==> src/hw/rtl/bs_pkg.sv <==
package bs_pkg;

  localparam int unsigned DataWidth = 32;

  typedef struct packed {
    logic signed [DataWidth-1:0] value;
    logic                        last;
  } in_item_t;

  typedef struct packed {
    logic signed [DataWidth-1:0] sorted_value;
    logic                        final_res;
    logic                        overflow;
  } out_item_t;

  typedef struct packed {
    logic insert;
    logic shift;
  } cell_ctrl_t;

endpackage

==> src/hw/rtl/bs_cell.sv <==
module bs_cell (
  input  logic                                 clk_i,
  input  logic                                 rst_ni,
  input  bs_pkg::cell_ctrl_t                   ctrl_i,
  input  logic signed [bs_pkg::DataWidth-1:0]  new_value_i,
  input  logic                                 prev_lt_i,
  input  logic signed [bs_pkg::DataWidth-1:0]  prev_value_i,
  input  logic                                 prev_valid_i,
  input  logic signed [bs_pkg::DataWidth-1:0]  next_value_i,
  input  logic                                 next_valid_i,
  output logic                                 lt_o,
  output logic signed [bs_pkg::DataWidth-1:0]  value_o,
  output logic                                 valid_o
);

  logic signed [bs_pkg::DataWidth-1:0] value_q, value_d;
  logic                                valid_q, valid_d;

  assign lt_o = !valid_q || (new_value_i < value_q);

  always_comb begin
    value_d = value_q;
    valid_d = valid_q;
    if (ctrl_i.insert && lt_o) begin
      if (prev_lt_i) begin
        value_d = prev_value_i;
        valid_d = prev_valid_i;
      end else begin
        value_d = new_value_i;
        valid_d = 1'b1;
      end
    end else if (ctrl_i.shift) begin
      value_d = next_value_i;
      valid_d = next_valid_i;
    end
  end

  always_ff @(posedge clk_i or negedge rst_ni) begin
    if (!rst_ni) begin
      valid_q <= 1'b0;
    end else begin
      valid_q <= valid_d;
    end
  end

  always_ff @(posedge clk_i) begin
    value_q <= value_d;
  end

  assign value_o = value_q;
  assign valid_o = valid_q;

endmodule
==> config.mk <==
export PLATFORM = sky130hd
export DESIGN_NAME = bs_cell
export DESIGN_NICKNAME = d
export VERILOG_FILES = /design/src/hw/rtl/bs_pkg.sv /design/src/hw/rtl/bs_cell.sv
export SDC_FILE = /design/constraint.sdc
export NUM_CORES = 1
export LEC_CHECK = 0
export BUFFER_PORTS_ARGS = -buffer_cell sky130_fd_sc_hd__buf_4
export CORE_UTILIZATION = 41
export CTS_CLUSTER_DIAMETER = 50
export CTS_CLUSTER_SIZE = 24
export DETAILED_ROUTE_END_ITERATION = 7
export PLACE_DENSITY = 0.77
export SYNTH_ARGS = -nofsm -noshare
export SYNTH_HDL_FRONTEND = slang
export SYNTH_SLANG_ARGS = --single-unit
==> constraint.sdc <==
create_clock -name clk_i -period 5.83 [get_ports clk_i]
set_clock_uncertainty 0.15 [all_clocks]
set_input_delay 0.583 -clock clk_i [delete_from_list [all_inputs] [get_ports clk_i]]
set_output_delay 0.583 -clock clk_i [all_outputs]
set_load 0.005 [all_outputs]
==> flow_metrics.env <==
export IMPL_routed_via_density=5.06
export IMPL_period_minus_slack_ps=3800
export IMPL_post_cts_buffers=0
export IMPL_p_sw_uw=446
export IMPL_p_sw_share_pct=33.3
export IMPL_nets=502
export IMPL_syn_num_nets=364
export IMPL_tightest_slew_ps=943
export IMPL_min_delay_start="prev_valid_i"
export IMPL_ff2ff_path_depth=8
export IMPL_synth_top_area_cell="edfxtp_1"
export IMPL_drt_iter0_markers=34
export IMPL_hp_class="input pin to flop"
export IMPL_avgSynthCellArea_sq_um=12.0
export IMPL_synth_seq_area_share_pct=35.6
export IMPL_seqCellArea_sq_um=986
export IMPL_yosysWarningCount=0
export IMPL_place_inst=437
export IMPL_io_buffers=136
export IMPL_syn_cell_area_sq_um=2770
export IMPL_num_io_pins=137
export IMPL_insertion_delay_ps=280
export IMPL_cts_sinks=33
export IMPL_timing_fmax_ghz=0.263
export IMPL_drt_wl_total_um=6660
export IMPL_ys_seq_elements=33
export IMPL_antenna_found_initial=0
export IMPL_netlist_area_leader_share_pct=34.7
export IMPL_grt_max_degree=34
export IMPL_critical_path_max_fanout=32
export IMPL_wl_per_cell_um=14.9
export IMPL_violations="DRC"
export IMPL_cts_max_level=2
export IMPL_grt_pass1_vias=2416
export IMPL_clk_path_buf_depth=2
export IMPL_cts_tree="yes"
export IMPL_diodes=0
export IMPL_ys_types=29
export IMPL_num_fill_cells=554
export IMPL_max_cap_viol_count=0
export IMPL_cts_clk_slew_worst_paths_ps=70
export IMPL_p_seq_share_pct=32.7
export IMPL_setup_viol=0
export IMPL_arrival_ps=3550
export IMPL_rr_endpoint="value_o[16]"
export IMPL_syn_to_final_growth_pct=42.1
export IMPL_rsz0062_at_grt="no"
export IMPL_grtUsageTotal_pct=19.3
export IMPL_r2r_start="value_o[21]"
export IMPL_clock_power_share_pct=13.3
export IMPL_slew_viol_final=0
export IMPL_p_comb_share_pct=53.9
export IMPL_startpoint="new_value_i[21]"
export IMPL_coreArea_sq_um=6420
export IMPL_initial_core_util_pct=43.1
export IMPL_status="finished with violations"
export IMPL_cts_resized=0
export IMPL_hold_path_end="valid_o"
export IMPL_finalHoldViolations=0
export IMPL_synthCells=230
export IMPL_setup_tns_ps=0
export IMPL_hpwl_um=5460
export IMPL_critPathCaptureType="flop"
export IMPL_rrSetupSlack_ps=2070
export IMPL_intPower_uw=893
export IMPL_stdcell_count=446
export IMPL_die_w_um=84.1
export IMPL_grt_overflow=0
export IMPL_drc=10
export IMPL_grt_pass1_wl_um=10800
export IMPL_cts_made_buffers=5
export IMPL_finalCritPeriodShare_pct=65.2
export IMPL_cts_root_buf="clkbuf_8"
export IMPL_cp_required_ps=5580
export IMPL_vias=2256
export IMPL_drtAntennaViolNets=0
export IMPL_drtPass1Iterations=6
export IMPL_slew_headroom_pct=37.0
export IMPL_die_area_sq_um=7080
export IMPL_rows=29
export IMPL_peakVddDrop_uv=159
export IMPL_cts_hold_buffers_added=1
export IMPL_critical_path_class="input pin to flop"
export IMPL_die_h_um=84.1
export IMPL_routabilityCongestion=0.802
export IMPL_min_path_cells=3
export IMPL_synthTopCellsByArea="edfxtp_1 35%, mux2_4 15%, mux2_2 15%"
export IMPL_drive_gt1_share_pct=57.7
export IMPL_multi_input_area_sq_um=1600
export IMPL_start_kind="input pin"
export IMPL_power_density_nw_per_um2=341
export IMPL_leakage_nw=1.93
## per-layer routing
| layer | global-route usage (%) | routed length, um | vias up |
|---|---|---|---|
| met5 | 0 | 0 | - |
| met4 | 6.11 | 97 | 0 |
| met3 | 4.72 | 494 | 10 |
| met2 | 36.0 | 3490 | 96 |
| met1 | 21.6 | 2580 | 1034 |
| li1 | - | - | 1116 |
## cell usage in the layout, fill, tap and decap left out, types with 3 or more instances in the layout
master / netlist / routed
a21oi_1: 14 / 14
buf_4: 0 / 137
clkbuf_8: 0 / 6
edfxtp_1: 32 / 32
ha_1: 31 / 31
inv_1: 33 / 33
mux2_2: 36 / 36
mux2_4: 28 / 28
nand2_1: 14 / 14
nand4_1: 4 / 4
nor2_1: 3 / 3
o21ai_0: 8 / 8
## worst max-delay path, cell delays in order
cell      delay, ps
buf_4           120
ha_1            300
a21oi_1         160
o21ai_0         140
a221oi_1        340
nand3_1         230
o311ai_4        880
or2_2           780
## per-stage QoR
stage               hold slack (ps)  total power [mW]  area (sq um)  utilization, %  setup slack [ps]
finish                          420              1.34          3930            61.2              2030
detailed placement              209              1.17          3830            59.7              1700
floorplan                       137             0.901          2770               -              2490
CTS                             415              1.36          3930            61.2              1990
global placement                210              1.15          3830            59.7              1810
global route                    433              1.43          3930            61.2              1810
## cell usage after synthesis
cell,count
a2111o_1,1
nor4_2,1
a211oi_2,1
mux2i_1,2
nor2b_1,1
o21ai_0,8
edfxtp_1,32
a311o_1,1
ha_1,31
buf_8,3
mux2_4,28
nand3_1,2
nand2_1,14
a21oi_1,14
and4_1,1
nor2_1,3
mux2_2,36
dfrtp_1,1
inv_1,33
nand2b_1,2
o22ai_2,1
or2_2,1
a221oi_1,1
nor3_1,1
o311ai_4,1
clkbuf_1,4
nand2b_4,1
o21a_1,1
nand4_1,4
## layout make-up
| cell class | count | area share, % |
|---|---|---|
| Multi-Input combinational cell | 157 | 40.6 |
| Timing Repair Buffer | 138 | 26.4 |
| Sequential cell | 33 | 25.1 |
| Inverter | 33 | 3.15 |
| Tap cell | 77 | 2.45 |
| Clock buffer | 8 | 2.29 |
## worst max-delay path by stage
| stage | cells after the start | slack (ps) | to |
|---|---|---|---|
| after floorplan | 8 | 2490 | value_o[0] |
| after global placement | 8 | 1810 | value_o[15] |
| after detailed placement | 8 | 1700 | value_o[8] |
| after CTS | 8 | 1990 | value_o[18] |
| after global routing | 8 | 1810 | value_o[16] |
| final | 8 | 2030 | value_o[16] |
## cell families (layout without fill, tap and decap cells)
logic type | count (synthesis) | after routing | share of synthesized area, %
muxes | 66 | 66 | 30.6
buffers and inverters | 40 | 179 | 6.65
DFF | 33 | 33 | 35.6
adders and majority gates | 31 | 31 | 14.0
and+or+nand+nor | 31 | 31 | 5.92
AOI/OAI and AO/OA | 29 | 29 | 7.19
## registers in the layout (all words and copies together), names as in the netlist
| name | cells |
|---|---|
| valid_o | 1 |
| value_o | 32 |
## power groups by stage
stage / Clock [mW] / Combinational [mW] / Sequential (mW)
floorplan: 0 / 0.455 / 0.446
global placement: 0 / 0.706 / 0.441
detailed placement: 0 / 0.730 / 0.445
CTS: 0.186 / 0.734 / 0.440
global route: 0.191 / 0.793 / 0.451
finish: 0.178 / 0.722 / 0.439
(Power assumes the default switching activity.)
